$ cat src/rtl/efr_pkg.sv
package efr_pkg;

    // Default frame buffer size in bytes
    localparam int BUFFER_BYTES_DEF = 64;

    // Depth of the token queue between classifier and frame engine (power of two)
    localparam int QUEUE_DEPTH = 2;

    // Escaped bytes are XORed with this mask
    localparam logic [7:0] ESC_XOR = 8'h20;

    // Start, length and three check bytes are overhead to the length field
    localparam int LEN_OVERHEAD = 5;

    // Register reset values
    localparam logic [7:0]  START_BYTE_RST     = 8'h7E;
    localparam logic [7:0]  ESCAPE_BYTE_RST    = 8'h7D;
    localparam logic [7:0]  STATUS_BYTE_RST    = 8'h7C;
    localparam logic [23:0] EXPECTED_CHECK_RST = 24'hFFFFFF;

    // Register indexes (word address paddr[3:2])
    localparam logic [1:0] REG_START_BYTE     = 2'd0;
    localparam logic [1:0] REG_ESCAPE_BYTE    = 2'd1;
    localparam logic [1:0] REG_STATUS_BYTE    = 2'd2;
    localparam logic [1:0] REG_EXPECTED_CHECK = 2'd3;

    // Error mask bit positions
    localparam int ERR_START    = 0;
    localparam int ERR_CHECK    = 1;
    localparam int ERR_LENGTH   = 2;
    localparam int ERR_ENDESC   = 3;
    localparam int ERR_BADESC   = 4;
    localparam int ERR_OVERFLOW = 5;

    typedef enum logic [1:0] {
        KIND_DATA   = 2'd0,
        KIND_START  = 2'd1,
        KIND_STATUS = 2'd2,
        KIND_ESC    = 2'd3
    } t_kind;

    typedef enum logic [2:0] {
        MODE_IDLE = 3'b001,
        MODE_RECV = 3'b010,
        MODE_ESC  = 3'b100
    } t_mode;

    typedef struct packed {
        logic [7:0]  start_byte;
        logic [7:0]  escape_byte;
        logic [7:0]  status_byte;
        logic [23:0] expected_check;
    } t_cfg;

    // One classified byte
    typedef struct packed {
        t_kind      kind;
        logic [7:0] data;
        logic       esc_ok;        // data ^ ESC_XOR is a special byte
        logic       esc_is_start;  // data ^ ESC_XOR is the start byte
    } t_token;

    typedef struct packed {
        logic       frame_ok;
        logic [5:0] error_mask;
        logic [7:0] message_type;
        logic [7:0] first_param;
        logic [6:0] stored_count;
    } t_result;

endpackage

$ cat src/rtl/efr_classify.sv
module efr_classify (
    input  logic [7:0]    i_rx_byte,
    input  efr_pkg::t_cfg i_cfg,
    output efr_pkg::t_token o_tok
);

    logic [7:0] unesc;

    assign unesc = i_rx_byte ^ efr_pkg::ESC_XOR;

    // Start wins over status, status over escape
    always_comb begin
        o_tok.data = i_rx_byte;
        o_tok.esc_is_start = (unesc == i_cfg.start_byte);
        o_tok.esc_ok = (unesc == i_cfg.start_byte) || (unesc == i_cfg.status_byte)
                       || (unesc == i_cfg.escape_byte);
        priority if (i_rx_byte == i_cfg.start_byte) begin
            o_tok.kind = efr_pkg::KIND_START;
        end else if (i_rx_byte == i_cfg.status_byte) begin
            o_tok.kind = efr_pkg::KIND_STATUS;
        end else if (i_rx_byte == i_cfg.escape_byte) begin
            o_tok.kind = efr_pkg::KIND_ESC;
        end else begin
            o_tok.kind = efr_pkg::KIND_DATA;
        end
    end

endmodule

$ cat src/rtl/efr_queue.sv
module efr_queue (
    input  logic              i_clk,
    input  logic              i_rst_n,
    input  logic              i_push,
    input  efr_pkg::t_token   i_data,
    output logic              o_full,
    input  logic              i_pop,
    output logic              o_valid,
    output efr_pkg::t_token   o_data
);

    localparam int QW = (efr_pkg::QUEUE_DEPTH > 1) ? $clog2(efr_pkg::QUEUE_DEPTH) : 1;
    localparam int CW = $clog2(efr_pkg::QUEUE_DEPTH + 1);

    efr_pkg::t_token r_slot [efr_pkg::QUEUE_DEPTH];
    logic [QW-1:0]   r_wr_ptr, r_rd_ptr;
    logic [CW-1:0]   r_cnt;
    logic            do_push, do_pop;

    assign o_full  = (r_cnt == CW'(efr_pkg::QUEUE_DEPTH));
    assign o_valid = (r_cnt != '0);
    assign o_data  = r_slot[r_rd_ptr];
    assign do_push = i_push && !o_full;
    assign do_pop  = i_pop && o_valid;

    always_ff @(posedge i_clk) begin
        if (!i_rst_n) begin
            r_wr_ptr <= '0;
            r_rd_ptr <= '0;
            r_cnt    <= '0;
        end else begin
            if (do_push) begin
                r_wr_ptr <= r_wr_ptr + 1'b1;
            end
            if (do_pop) begin
                r_rd_ptr <= r_rd_ptr + 1'b1;
            end
            if (do_push && !do_pop) begin
                r_cnt <= r_cnt + 1'b1;
            end else if (do_pop && !do_push) begin
                r_cnt <= r_cnt - 1'b1;
            end
        end
    end

    always_ff @(posedge i_clk) begin
        if (do_push) begin
            r_slot[r_wr_ptr] <= i_data;
        end
    end

endmodule

$ cat src/rtl/efr_frame.sv
module efr_frame #(
    parameter int BUFFER_BYTES = efr_pkg::BUFFER_BYTES_DEF
) (
    input  logic              i_clk,
    input  logic              i_rst_n,
    input  efr_pkg::t_cfg     i_cfg,
    input  logic              i_tok_valid,
    input  efr_pkg::t_token   i_tok,
    output logic              o_tok_pop,
    input  logic              i_pop,
    output logic              o_empty,
    output efr_pkg::t_result  o_res
);

    localparam int CW = $clog2(BUFFER_BYTES + 1);

    efr_pkg::t_mode   r_mode, n_mode;
    logic [CW-1:0]    r_count, n_count;
    logic [5:0]       r_err, n_err;
    logic [7:0]       r_b0, r_b1, r_b2, r_b3;
    logic [7:0]       n_b0, n_b1, n_b2, n_b3;
    logic [2:0][7:0]  r_tail, n_tail;   // [0] is the most recently stored byte
    logic             r_res_valid;
    efr_pkg::t_result r_res, n_res;

    logic             closing, consume;
    logic             do_append, app_is_start;
    logic [7:0]       app_byte;
    logic [5:0]       err_all;
    logic [23:0]      check;
    logic [7:0]       first_stored;

    assign closing   = (i_tok.kind == efr_pkg::KIND_START) && (r_mode != efr_pkg::MODE_IDLE);
    // A closing token waits while the result register is still occupied
    assign consume   = i_tok_valid && (!closing || !r_res_valid || i_pop);
    assign o_tok_pop = consume;
    assign o_empty   = !r_res_valid;
    assign o_res     = r_res;

    always_comb begin
        n_mode       = r_mode;
        n_count      = r_count;
        n_err        = r_err;
        n_b0         = r_b0;
        n_b1         = r_b1;
        n_b2         = r_b2;
        n_b3         = r_b3;
        n_tail       = r_tail;
        do_append    = 1'b0;
        app_is_start = 1'b0;
        app_byte     = i_tok.data;
        if (consume) begin
            unique case (i_tok.kind)
                efr_pkg::KIND_START: begin
                    if (r_mode == efr_pkg::MODE_IDLE) begin
                        n_mode       = efr_pkg::MODE_RECV;
                        do_append    = 1'b1;
                        app_is_start = 1'b1;
                    end else begin
                        n_mode  = efr_pkg::MODE_IDLE;
                        n_count = '0;
                        n_err   = '0;
                    end
                end
                efr_pkg::KIND_STATUS: begin
                    n_mode  = efr_pkg::MODE_IDLE;
                    n_count = '0;
                    n_err   = '0;
                end
                efr_pkg::KIND_ESC: begin
                    n_mode = efr_pkg::MODE_ESC;
                end
                efr_pkg::KIND_DATA: begin
                    n_mode = (r_count != '0) ? efr_pkg::MODE_RECV : efr_pkg::MODE_IDLE;
                    if (r_mode == efr_pkg::MODE_ESC) begin
                        if (i_tok.esc_ok) begin
                            do_append    = 1'b1;
                            app_byte     = i_tok.data ^ efr_pkg::ESC_XOR;
                            app_is_start = i_tok.esc_is_start;
                        end else begin
                            n_err[efr_pkg::ERR_BADESC] = 1'b1;
                        end
                    end else begin
                        do_append = 1'b1;
                    end
                end
                default: begin
                end
            endcase
        end
        // Drop bytes before a start; flag overflow once the buffer is full
        if (do_append && (r_count != '0 || app_is_start)) begin
            if (r_count >= CW'(BUFFER_BYTES)) begin
                n_err[efr_pkg::ERR_OVERFLOW] = 1'b1;
            end else begin
                n_count = r_count + 1'b1;
                n_tail  = {r_tail[1], r_tail[0], app_byte};
                if (r_count == CW'(0)) n_b0 = app_byte;
                if (r_count == CW'(1)) n_b1 = app_byte;
                if (r_count == CW'(2)) n_b2 = app_byte;
                if (r_count == CW'(3)) n_b3 = app_byte;
            end
        end
    end

    // Evaluate the frame on the closing byte; unwritten positions read as zero
    always_comb begin
        first_stored = (r_count > CW'(0)) ? r_b0 : 8'd0;
        check = {(r_count >= CW'(3)) ? r_tail[2] : 8'd0,
                 (r_count >= CW'(2)) ? r_tail[1] : 8'd0,
                 (r_count >= CW'(1)) ? r_tail[0] : 8'd0};
        err_all = r_err;
        if (r_mode == efr_pkg::MODE_ESC) err_all[efr_pkg::ERR_ENDESC] = 1'b1;
        if (first_stored != i_cfg.start_byte) err_all[efr_pkg::ERR_START] = 1'b1;
        if (check != i_cfg.expected_check) err_all[efr_pkg::ERR_CHECK] = 1'b1;
        if (r_count < CW'(efr_pkg::LEN_OVERHEAD)
            || r_b1 != (8'(r_count) - 8'(efr_pkg::LEN_OVERHEAD))) begin
            err_all[efr_pkg::ERR_LENGTH] = 1'b1;
        end
        n_res.frame_ok     = (err_all == 6'd0);
        n_res.error_mask   = err_all;
        n_res.message_type = (r_count > CW'(2)) ? r_b2 : 8'd0;
        n_res.first_param  = (r_count > CW'(3)) ? r_b3 : 8'd0;
        n_res.stored_count = 7'(r_count);
    end

    always_ff @(posedge i_clk) begin
        if (!i_rst_n) begin
            r_mode      <= efr_pkg::MODE_IDLE;
            r_count     <= '0;
            r_err       <= '0;
            r_res_valid <= 1'b0;
        end else begin
            r_mode  <= n_mode;
            r_count <= n_count;
            r_err   <= n_err;
            if (consume && closing) begin
                r_res_valid <= 1'b1;
            end else if (i_pop) begin
                r_res_valid <= 1'b0;
            end
        end
    end

    always_ff @(posedge i_clk) begin
        r_b0   <= n_b0;
        r_b1   <= n_b1;
        r_b2   <= n_b2;
        r_b3   <= n_b3;
        r_tail <= n_tail;
        if (consume && closing) begin
            r_res <= n_res;
        end
    end

    a_hold_closing: assert property (@(posedge i_clk) disable iff (!i_rst_n)
        (i_tok_valid && closing && r_res_valid && !i_pop) |-> !o_tok_pop)
        else $error("closing token consumed while result register is occupied");

    a_count_bound: assert property (@(posedge i_clk) disable iff (!i_rst_n)
        r_count <= CW'(BUFFER_BYTES))
        else $error("byte count beyond buffer size");

    a_ok_matches_mask: assert property (@(posedge i_clk) disable iff (!i_rst_n)
        r_res_valid |-> (r_res.frame_ok == (r_res.error_mask == 6'd0)))
        else $error("frame_ok disagrees with error mask");

    a_close_clears: assert property (@(posedge i_clk) disable iff (!i_rst_n)
        (o_tok_pop && closing) |=> (r_mode == efr_pkg::MODE_IDLE && r_count == '0
                                    && r_err == '0 && r_res_valid))
        else $error("frame state not cleared after close");

endmodule

$ cat src/rtl/escaped_frame_receiver_unit.sv
// Escaped frame receiver: byte-stuffed deframer for a serial receive stream.
// Input channel: push one received byte on i_rx_byte; the transaction is taken
// at a rising edge with push high and full low. A classifier tags each byte
// (start, status, escape or data) and hands it to a two-entry token queue; the
// frame engine behind the queue undoes escaping, stores the frame and judges
// it when the closing start byte arrives.
// Result channel: while empty is low, the frame verdict sits on o_frame_ok,
// o_error_mask, o_message_type, o_first_param and o_stored_count; pop takes it.
// Throughput: one byte per cycle while full stays low (see Stall below).
// Result path: the edge that accepts a closing byte writes it into the queue; a
// later edge moves it through the engine into the result register, once it is
// at the queue head and the result register is free or being popped.
// Stall: a result that is not popped holds the next closing byte in the queue;
// bytes keep flowing until the queue fills, then full rises.
// Reset (synchronous, i_rst_n low): registers return to 0x7E/0x7D/0x7C/0xFFFFFF,
// queue and result register empty, receiver idle with no stored bytes.
// Configuration: APB-style, registers at byte addresses 0, 4, 8 and 12; write
// only while no transaction is in flight.
module escaped_frame_receiver_unit #(
    parameter int BUFFER_BYTES = efr_pkg::BUFFER_BYTES_DEF
) (
    input  logic        i_clk,
    input  logic        i_rst_n,
    // byte input
    input  logic        push,
    output logic        full,
    input  logic [7:0]  i_rx_byte,
    // result output
    output logic        empty,
    input  logic        pop,
    output logic        o_frame_ok,
    output logic [5:0]  o_error_mask,
    output logic [7:0]  o_message_type,
    output logic [7:0]  o_first_param,
    output logic [6:0]  o_stored_count,
    // configuration
    input  logic        psel,
    input  logic        penable,
    input  logic        pwrite,
    input  logic [3:0]  paddr,
    input  logic [31:0] pwdata,
    output logic [31:0] prdata,
    output logic        pready
);

    efr_pkg::t_cfg    r_cfg;
    efr_pkg::t_token  front_tok, back_tok;
    efr_pkg::t_result res;
    logic             q_valid, q_pop;
    logic             cfg_wr;
    logic [1:0]       reg_idx;

    assign pready  = 1'b1;
    assign cfg_wr  = psel && penable && pwrite;
    assign reg_idx = paddr[3:2];

    // Register file: written in the access phase of a write transaction
    always_ff @(posedge i_clk) begin
        if (!i_rst_n) begin
            r_cfg.start_byte     <= efr_pkg::START_BYTE_RST;
            r_cfg.escape_byte    <= efr_pkg::ESCAPE_BYTE_RST;
            r_cfg.status_byte    <= efr_pkg::STATUS_BYTE_RST;
            r_cfg.expected_check <= efr_pkg::EXPECTED_CHECK_RST;
        end else if (cfg_wr) begin
            unique case (reg_idx)
                efr_pkg::REG_START_BYTE:     r_cfg.start_byte     <= pwdata[7:0];
                efr_pkg::REG_ESCAPE_BYTE:    r_cfg.escape_byte    <= pwdata[7:0];
                efr_pkg::REG_STATUS_BYTE:    r_cfg.status_byte    <= pwdata[7:0];
                efr_pkg::REG_EXPECTED_CHECK: r_cfg.expected_check <= pwdata[23:0];
                default: begin
                end
            endcase
        end
    end

    // Read back the addressed register, zero-extended
    always_comb begin
        unique case (reg_idx)
            efr_pkg::REG_START_BYTE:     prdata = {24'd0, r_cfg.start_byte};
            efr_pkg::REG_ESCAPE_BYTE:    prdata = {24'd0, r_cfg.escape_byte};
            efr_pkg::REG_STATUS_BYTE:    prdata = {24'd0, r_cfg.status_byte};
            efr_pkg::REG_EXPECTED_CHECK: prdata = {8'd0, r_cfg.expected_check};
            default:                     prdata = 32'd0;
        endcase
    end

    // Front: tag each incoming byte
    efr_classify u_classify (
        .i_rx_byte (i_rx_byte),
        .i_cfg     (r_cfg),
        .o_tok     (front_tok)
    );

    // Decouple the classifier from the frame engine
    efr_queue u_queue (
        .i_clk   (i_clk),
        .i_rst_n (i_rst_n),
        .i_push  (push),
        .i_data  (front_tok),
        .o_full  (full),
        .i_pop   (q_pop),
        .o_valid (q_valid),
        .o_data  (back_tok)
    );

    // Back: frame state, storage, verdict and result register
    efr_frame #(
        .BUFFER_BYTES (BUFFER_BYTES)
    ) u_frame (
        .i_clk       (i_clk),
        .i_rst_n     (i_rst_n),
        .i_cfg       (r_cfg),
        .i_tok_valid (q_valid),
        .i_tok       (back_tok),
        .o_tok_pop   (q_pop),
        .i_pop       (pop),
        .o_empty     (empty),
        .o_res       (res)
    );

    assign o_frame_ok     = res.frame_ok;
    assign o_error_mask   = res.error_mask;
    assign o_message_type = res.message_type;
    assign o_first_param  = res.first_param;
    assign o_stored_count = res.stored_count;

endmodule

$ cat config.mk
export PLATFORM = sky130hd
export DESIGN_NAME = escaped_frame_receiver_unit
export DESIGN_NICKNAME = d
export VERILOG_FILES = /design/src/rtl/efr_pkg.sv /design/src/rtl/efr_classify.sv /design/src/rtl/efr_queue.sv /design/src/rtl/efr_frame.sv /design/src/rtl/escaped_frame_receiver_unit.sv
export SDC_FILE = /design/constraint.sdc
export NUM_CORES = 1
export LEC_CHECK = 0
export BUFFER_PORTS_ARGS = -buffer_cell sky130_fd_sc_hd__buf_2
export CORE_ASPECT_RATIO = 1.75
export CORE_MARGIN = 2
export CORE_UTILIZATION = 55
export DETAILED_ROUTE_END_ITERATION = 10
export PLACE_DENSITY = 0.8
export SLEW_MARGIN = 40
export SYNTH_ARGS = -nofsm -noshare
export SYNTH_HDL_FRONTEND = slang
export SYNTH_SLANG_ARGS = --single-unit
$ cat constraint.sdc
create_clock -name i_clk -period 5.2 [get_ports i_clk]
set_input_delay 0 -clock i_clk [delete_from_list [all_inputs] [get_ports i_clk]]
set_output_delay 0 -clock i_clk [all_outputs]
set_load 0.01 [all_outputs]
==> impl_metrics.env, run 1 <==
export IMPL_cp_arrival_ns=3.54
export IMPL_yosys_area_share_simple_pct=20.3
export IMPL_final_period_utilization_pct=66.3
export IMPL_vias=6051
export IMPL_synthCells=734
export IMPL_yosys_warnings=0
export IMPL_fin_ws_ns=1.75
export IMPL_synth_area_leaders="edfxtp_1, dfxtp_1, nand2_1"
export IMPL_path_clk_slew_ns=0.07
export IMPL_synth_edf_count=110
export IMPL_synth_fa_ha_area_share_pct=1.39
export IMPL_worst_path_max_delay_cell="dfxtp_1"
export IMPL_drtIter0Drc=472
export IMPL_power_mw=3.62
export IMPL_rsz0062_at_grt="false"
export IMPL_fin_worst_skew_ns=0.0106
export IMPL_num_antenna_cells=0
export IMPL_antenna_found_initial=0
export IMPL_end_kind="flop"
export IMPL_tightestPinTransition_ns=0.809
export IMPL_firstDrtPassIters=6
export IMPL_power_density_mw_per_mm2=378
export IMPL_syn_cell_area_mm2=0.00807
export IMPL_start_util_pct=56.2
export IMPL_netlist_cell_type_count=59
export IMPL_outcome="completed"
export IMPL_layout_nets=910
export IMPL_start_kind="flop"
export IMPL_place_hpwl_um=13000
export IMPL_grt_pass1_wl_um=29500
export IMPL_ys_ff_latch=176
export IMPL_cts_buffer_depth=2
export IMPL_dieArea_mm2=0.0157
export IMPL_path_cells="mux2i_1, inv_1, ha_1, inv_1, o32a_2, inv_2, or3_1, or2_1, inv_1, buf_4"
export IMPL_hold_viol=0
export IMPL_yosysTopAreaCellShare_pct=40.9
export IMPL_criticalPathCategory="reg -> reg"
export IMPL_final_area_mm2=0.00959
export IMPL_grt_max_degree=46
export IMPL_post_dp_cell_area_mm2=0.00864
export IMPL_placed_cells=977
export IMPL_yosysSeqAreaShare_pct=57.3
export IMPL_final_util_pct=66.7
export IMPL_path_common_cell="inv_1"
export IMPL_fin_cells=1043
export IMPL_critPathRequiredTime_ns=5.30
export IMPL_htreeDepth=4
export IMPL_synth_compound_area_share_pct=7.72
export IMPL_clock_root_buffer="clkbuf_16"
export IMPL_vias_per_cell=5.80
export IMPL_gp_congestion=0.918
export IMPL_drc=0
export IMPL_clk_latency_ns=0.43
export IMPL_final_setup_tns_ns=0
export IMPL_grt_overflow_total=0
export IMPL_cts_tree="built"
export IMPL_grt_pass1_vias=5712
export IMPL_synth_area_per_cell_um2=11.0
export IMPL_holdWs_ns=0.00844
export IMPL_ys_flop_type="edfxtp_1"
export IMPL_ant_nets=0
export IMPL_wl_um=18900
export IMPL_grt_total_usage_pct=25.0
export IMPL_p_leak_nw=3.69
export IMPL_fillers=1080
export IMPL_numCtsBuffers=17
export IMPL_timing_fmax_ghz=0.290
export IMPL_path_max_fanout=26
export IMPL_die_x_um=95.6
export IMPL_fin_crit_ns=3.45
export IMPL_ir_drop_mv=0.232
export IMPL_clock_sinks=176
export IMPL_register_area_mm2=0.00463
export IMPL_io_pins=116
export IMPL_post_drt_wl_per_cell_um=18.1
export IMPL_core_area_mm2=0.0144
export IMPL_setup_viol=0
export IMPL_hold_start="i_rst_n"
export IMPL_pre_cts_ws_ns=1.81
export IMPL_finalMaxSlewViolations=0
export IMPL_cts_resized_gates=0
export IMPL_max_cap_violations=0
export IMPL_die_y_um=164
export IMPL_rows=58
export IMPL_area_delta_synth_final_pct=18.7
export IMPL_slowest_delay_ns=0.68
export IMPL_portBuffers=96
export IMPL_synth_area_leader_cell="edfxtp_1"
export IMPL_multiInputGateArea_mm2=0.00323
export IMPL_synthXorXnorAreaFrac_pct=5.42
export IMPL_relSlewSlack_pct=46.0
export IMPL_synth_mux_area_share_pct=4.35
export IMPL_hold_class="in -> reg"
export IMPL_drive_gt1_share_pct=19.7
export IMPL_synth_async_reset_ratio_pct=0
export IMPL_synth_top_family_by_area="simple AND/OR/NAND/NOR gates"
[area by class of cell]
type | count | area share (%)
clock inverter | 15 | 1.71
inverter | 16 | 0.627
timing repair buffer | 134 | 8.90
sequential | 176 | 48.3
tap | 180 | 2.35
clock buffer | 17 | 4.44
multi-input combinational | 505 | 33.7
[worst paths after layout]
path,endpoint,depth (start not counted),slack [ns]
min reg2reg,u_frame.o_res[27],0,0.46
min,r_cfg[4],2,0.008
max reg2reg,u_frame.r_tail[10],10,1.75
max,u_frame.r_tail[10],10,1.75
[repair_timing]
item                      4_1_cts  5_1_grt
setup buffers                   0        0
hold endpoints to repair       66        0
hold buffers                   34        0
[worst max-delay path, delay by kind of cell, from the launching register on]
family                   cells  cell delay, ns
AND/OR/NAND/NOR              2            0.66
flip-flops                   1            0.68
adder cells (fa/ha/maj)      1            0.27
multiplexers                 1            0.37
buffers and inverters        5            0.85
AO/OA/AOI/OAI                1            0.25
[routing by layer]
metal  up-vias  GRT usage [%]  part of all wire, %
met5         -              0                    0
met4         0           13.6                  5.0
met3        59           3.72                  4.5
met2       240           44.2                   54
met1      2881           28.3                   37
li1       2871              -                    -
[cell usage in the layout (no fill, tap or decap), drive strengths merged, types with 4 or more instances in the layout]
cell,Yosys,routed
nor2,46,46
o32ai,7,7
clkbuf,25,17
or2,7,7
inv,16,25
o21a,4,4
and2,12,12
dlygate4sd3,0,34
or3,6,6
nor2b,12,12
edfxtp,110,110
nand2b,4,4
mux2,9,9
nor3,11,11
a31oi,15,15
a21oi,26,26
ha,9,9
o21ai,15,15
nand3,52,52
nor4,9,9
nand2,112,112
conb,2,9
xor2,22,22
and3,22,22
mux4,8,8
nand4,8,8
clkinv,0,5
mux2i,7,7
buf,19,100
dfxtp,66,66
nor4bb,14,14
xnor2,28,28
o32a,4,4
[power breakdown]
| part | switching, mW | internal (mW) | total, mW |
|---|---|---|---|
| Clock | 0.585 | 0.684 | 1.27 |
| Sequential | 0.0911 | 1.65 | 1.74 |
| Combinational | 0.373 | 0.239 | 0.612 |
| Total | 1.05 | 2.57 | 3.62 |
[registers in the layout (all words and copies together) (netlist names), 2 cells and up, named ones only]
name             flops
u_queue.r_slot      24
u_frame.r_b1         8
r_cfg               48
u_frame.r_err        2
u_frame.r_count      7
u_frame.r_tail      24
u_frame.r_b3         8
u_frame.r_b0         8
u_frame.r_mode       3
u_frame.o_res       30
u_frame.r_b2         8
u_queue.r_cnt        2
[cell families (layout without fill, tap and decap cells)]
group / count (synthesis) / in the layout
compound gates: 92 / 92
xor+xnor: 50 / 50
fa+ha+maj: 9 / 9
buf+inv: 60 / 182
flops: 176 / 176
mux: 24 / 24
other cells: 2 / 9
simple gates: 321 / 321
[synthesized netlist by cell type (3+ instances only)]
cell type  count
nand2_1      112
edfxtp_1     110
dfxtp_1       66
nand3_1       52
nor2_1        46
xnor2_1       28
a21oi_1       26
clkbuf_1      25
and3_1        22
xor2_1        22
a31oi_1       15
inv_1         15
o21ai_0       15
nor4bb_1      14
nor2b_1       12
and2_1        11
nor3_1        11
buf_4         10
ha_1           9
mux2_2         9
mux4_2         8
nand4_1        8
mux2i_1        7
o32ai_1        7
nor4_1         6
or3_1          6
or2_2          5
buf_1          4
nand2b_1       4
o21a_1         4
a211o_1        3
a211oi_1       3
buf_2          3
o22ai_1        3
o32a_1         3
No activity file was read; power rests on OpenSTA's default activity.
==> inputs of run 2 (changes only) <==
==> constraint.sdc (replaced) <==
create_clock -name i_clk -period 3.35 [get_ports i_clk]
set_input_delay 0 -clock i_clk [delete_from_list [all_inputs] [get_ports i_clk]]
set_output_delay 0 -clock i_clk [all_outputs]
set_load 0.01 [all_outputs]
==> run 2 against run 1 <==
First-iteration DRC count grew 13%. Combinational power up 65%. Power increased by 55%. Setup slack got worse by 1.4 ns. Hold slack improved by 0.10 ns. Count of clock-buffer cells in the layout is the same. Clock skew hardly changed. Non-clock buffer count rose by 8. Flip-flop and latch count stayed put. Sequential power increased by 54%. Clock power increased by 53%.
==> impl_metrics.env, run 2 (synthesis results as in run 1) <==
export IMPL_rsz0062_at_grt="false"
export IMPL_p_int_mw=3.95
export IMPL_final_common_cell="nand2_1"
export IMPL_combPwrFrac_pct=17.9
export IMPL_htreeDepth=4
export IMPL_numCtsBuffers=17
export IMPL_grt_pass1_wl_um=30800
export IMPL_hold_buffers=34
export IMPL_post_cts_buffers=0
export IMPL_grt_pass1_vias=6000
export IMPL_cts_buffer_depth=2
export IMPL_fin_crit_ns=3.02
export IMPL_holdWs_ns=0.112
export IMPL_dieArea_mm2=0.0157
export IMPL_power_density_mw_per_mm2=584
export IMPL_wl_um=19800
export IMPL_max_cap_violations=0
export IMPL_vias=6287
export IMPL_start_util_pct=56.2
export IMPL_cts_resized_gates=0
export IMPL_die_x_um=95.6
export IMPL_largest_reg_flops=48
export IMPL_firstDrtPassIters=6
export IMPL_critPathRequiredTime_ns=3.71
export IMPL_grt_total_usage_pct=26.1
export IMPL_hold_class="in -> reg"
export IMPL_p_switching_mw=1.68
export IMPL_tightestPinTransition_ns=0.810
export IMPL_seqPwrFrac_pct=47.7
export IMPL_placed_cells=985
export IMPL_start_kind="flop"
export IMPL_antenna_found_initial=0
export IMPL_clock_sinks=176
export IMPL_post_drt_wl_per_cell_um=18.9
export IMPL_drc=0
export IMPL_top_register="r_cfg"
export IMPL_gp_congestion=0.887
export IMPL_cp_arrival_ns=3.38
export IMPL_timing_fmax_ghz=0.331
export IMPL_rows=58
export IMPL_fin_ws_ns=0.326
export IMPL_relSlewSlack_pct=45.9
export IMPL_place_hpwl_um=13800
export IMPL_clk_latency_ns=0.44
export IMPL_portBuffers=96
export IMPL_p_sw_share_pct=29.9
export IMPL_p_leak_nw=3.71
export IMPL_vias_per_cell=5.98
export IMPL_io_pins=116
export IMPL_setup_viol=0
export IMPL_path_max_fanout=26
export IMPL_final_cell_mix="nand2_1, edfxtp_1, buf_2"
export IMPL_final_period_utilization_pct=90.3
export IMPL_final_setup_tns_ns=0
export IMPL_pre_cts_ws_ns=0.390
export IMPL_num_antenna_cells=0
export IMPL_ant_nets=0
export IMPL_area_delta_synth_final_pct=19.3
export IMPL_path_clk_slew_ns=0.07
export IMPL_finalMaxSlewViolations=0
export IMPL_clock_root_buffer="clkbuf_16"
export IMPL_fin_worst_skew_ns=0.0103
export IMPL_outcome="completed"
export IMPL_grt_overflow_total=0
export IMPL_ir_drop_mv=0.391
export IMPL_core_area_mm2=0.0144
export IMPL_hold_viol=0
export IMPL_grt_max_degree=45
export IMPL_cts_tree="built"
export IMPL_criticalPathCategory="reg -> reg"
export IMPL_fin_cells=1051
export IMPL_layout_nets=918
export IMPL_drtIter0Drc=533
export IMPL_die_y_um=164
export IMPL_end_kind="flop"
export IMPL_power_frac_clock_pct=34.4
export IMPL_drive_gt1_share_pct=20.0
==> run 2: changes by cell type in the layout (fill, tap and decap cells not counted), moves of 2 or more <==
| cell | previous run | this run |
|---|---|---|
| nor3_1 | 7 | 10 |
| buf_4 | 5 | 11 |
| inv_8 | 3 | 6 |
| nor3_2 | 4 | 0 |
| clkinvlp_4 | 0 | 2 |
| inv_6 | 6 | 3 |
==> run 2: worst max-delay path, stage by stage (launching register included) <==
cell and delay, ns:
dfxtp_1 0.40, mux2i_1 0.34, inv_1 0.14, ha_1 0.28, inv_1 0.13, o32a_2 0.26, inv_2 0.11, or3_1 0.38
or2_1 0.33, clkinvlp_4 0.17, buf_12 0.19, o21ai_0 0.10, a21oi_1 0.12
==> run 2: area by class of cell <==
class	count	area [µm²]
Fill cell	1046	4740
Sequential cell	176	4620
Multi-Input combinational cell	505	3210
Timing Repair Buffer	142	923
Clock buffer	17	425
Tap cell	180	225
Clock inverter	15	160
Inverter	16	63.8
==> run 2: final timing paths <==
check / start / cells past startpoint / slack (ns) / to
setup / recovery: flop / 12 / 0.33 / u_frame.r_count[2]
setup reg to reg: flop / 12 / 0.33 / u_frame.r_count[2]
hold / removal: i_rst_n / 3 / 0.11 / r_cfg[34]
hold reg to reg: u_frame.r_err[4] / 0 / 0.48 / u_frame.o_res[27]
==> run 2: layer usage <==
layer,track usage (%),part of all wire [%],vias up
met1,27.7,34,2973
met4,15.2,5.9,0
li1,-,-,2887
met5,0,0,-
met3,5.23,5.7,89
met2,46.8,54,338
==> run 2: power groups by stage <==
| stage | clock [mW] | combinational (mW) | sequential [mW] |
|---|---|---|---|
| floorplan | 0 | 0.649 | 2.69 |
| global placement | 0 | 0.926 | 2.71 |
| detailed placement | 0 | 0.958 | 2.72 |
| CTS | 1.95 | 1.00 | 2.68 |
| global route | 2.04 | 1.09 | 2.70 |
| finish | 1.94 | 1.01 | 2.68 |
==> run 2: per-stage QoR <==
stage | power [mW] | util [%] | cell area [µm²]
floorplan | 3.34 | - | 8120
global placement | 3.64 | 60.6 | 8700
detailed placement | 3.68 | 60.6 | 8700
CTS | 5.63 | 67.0 | 9630
global route | 5.83 | 67.0 | 9630
finish | 5.63 | 67.0 | 9630
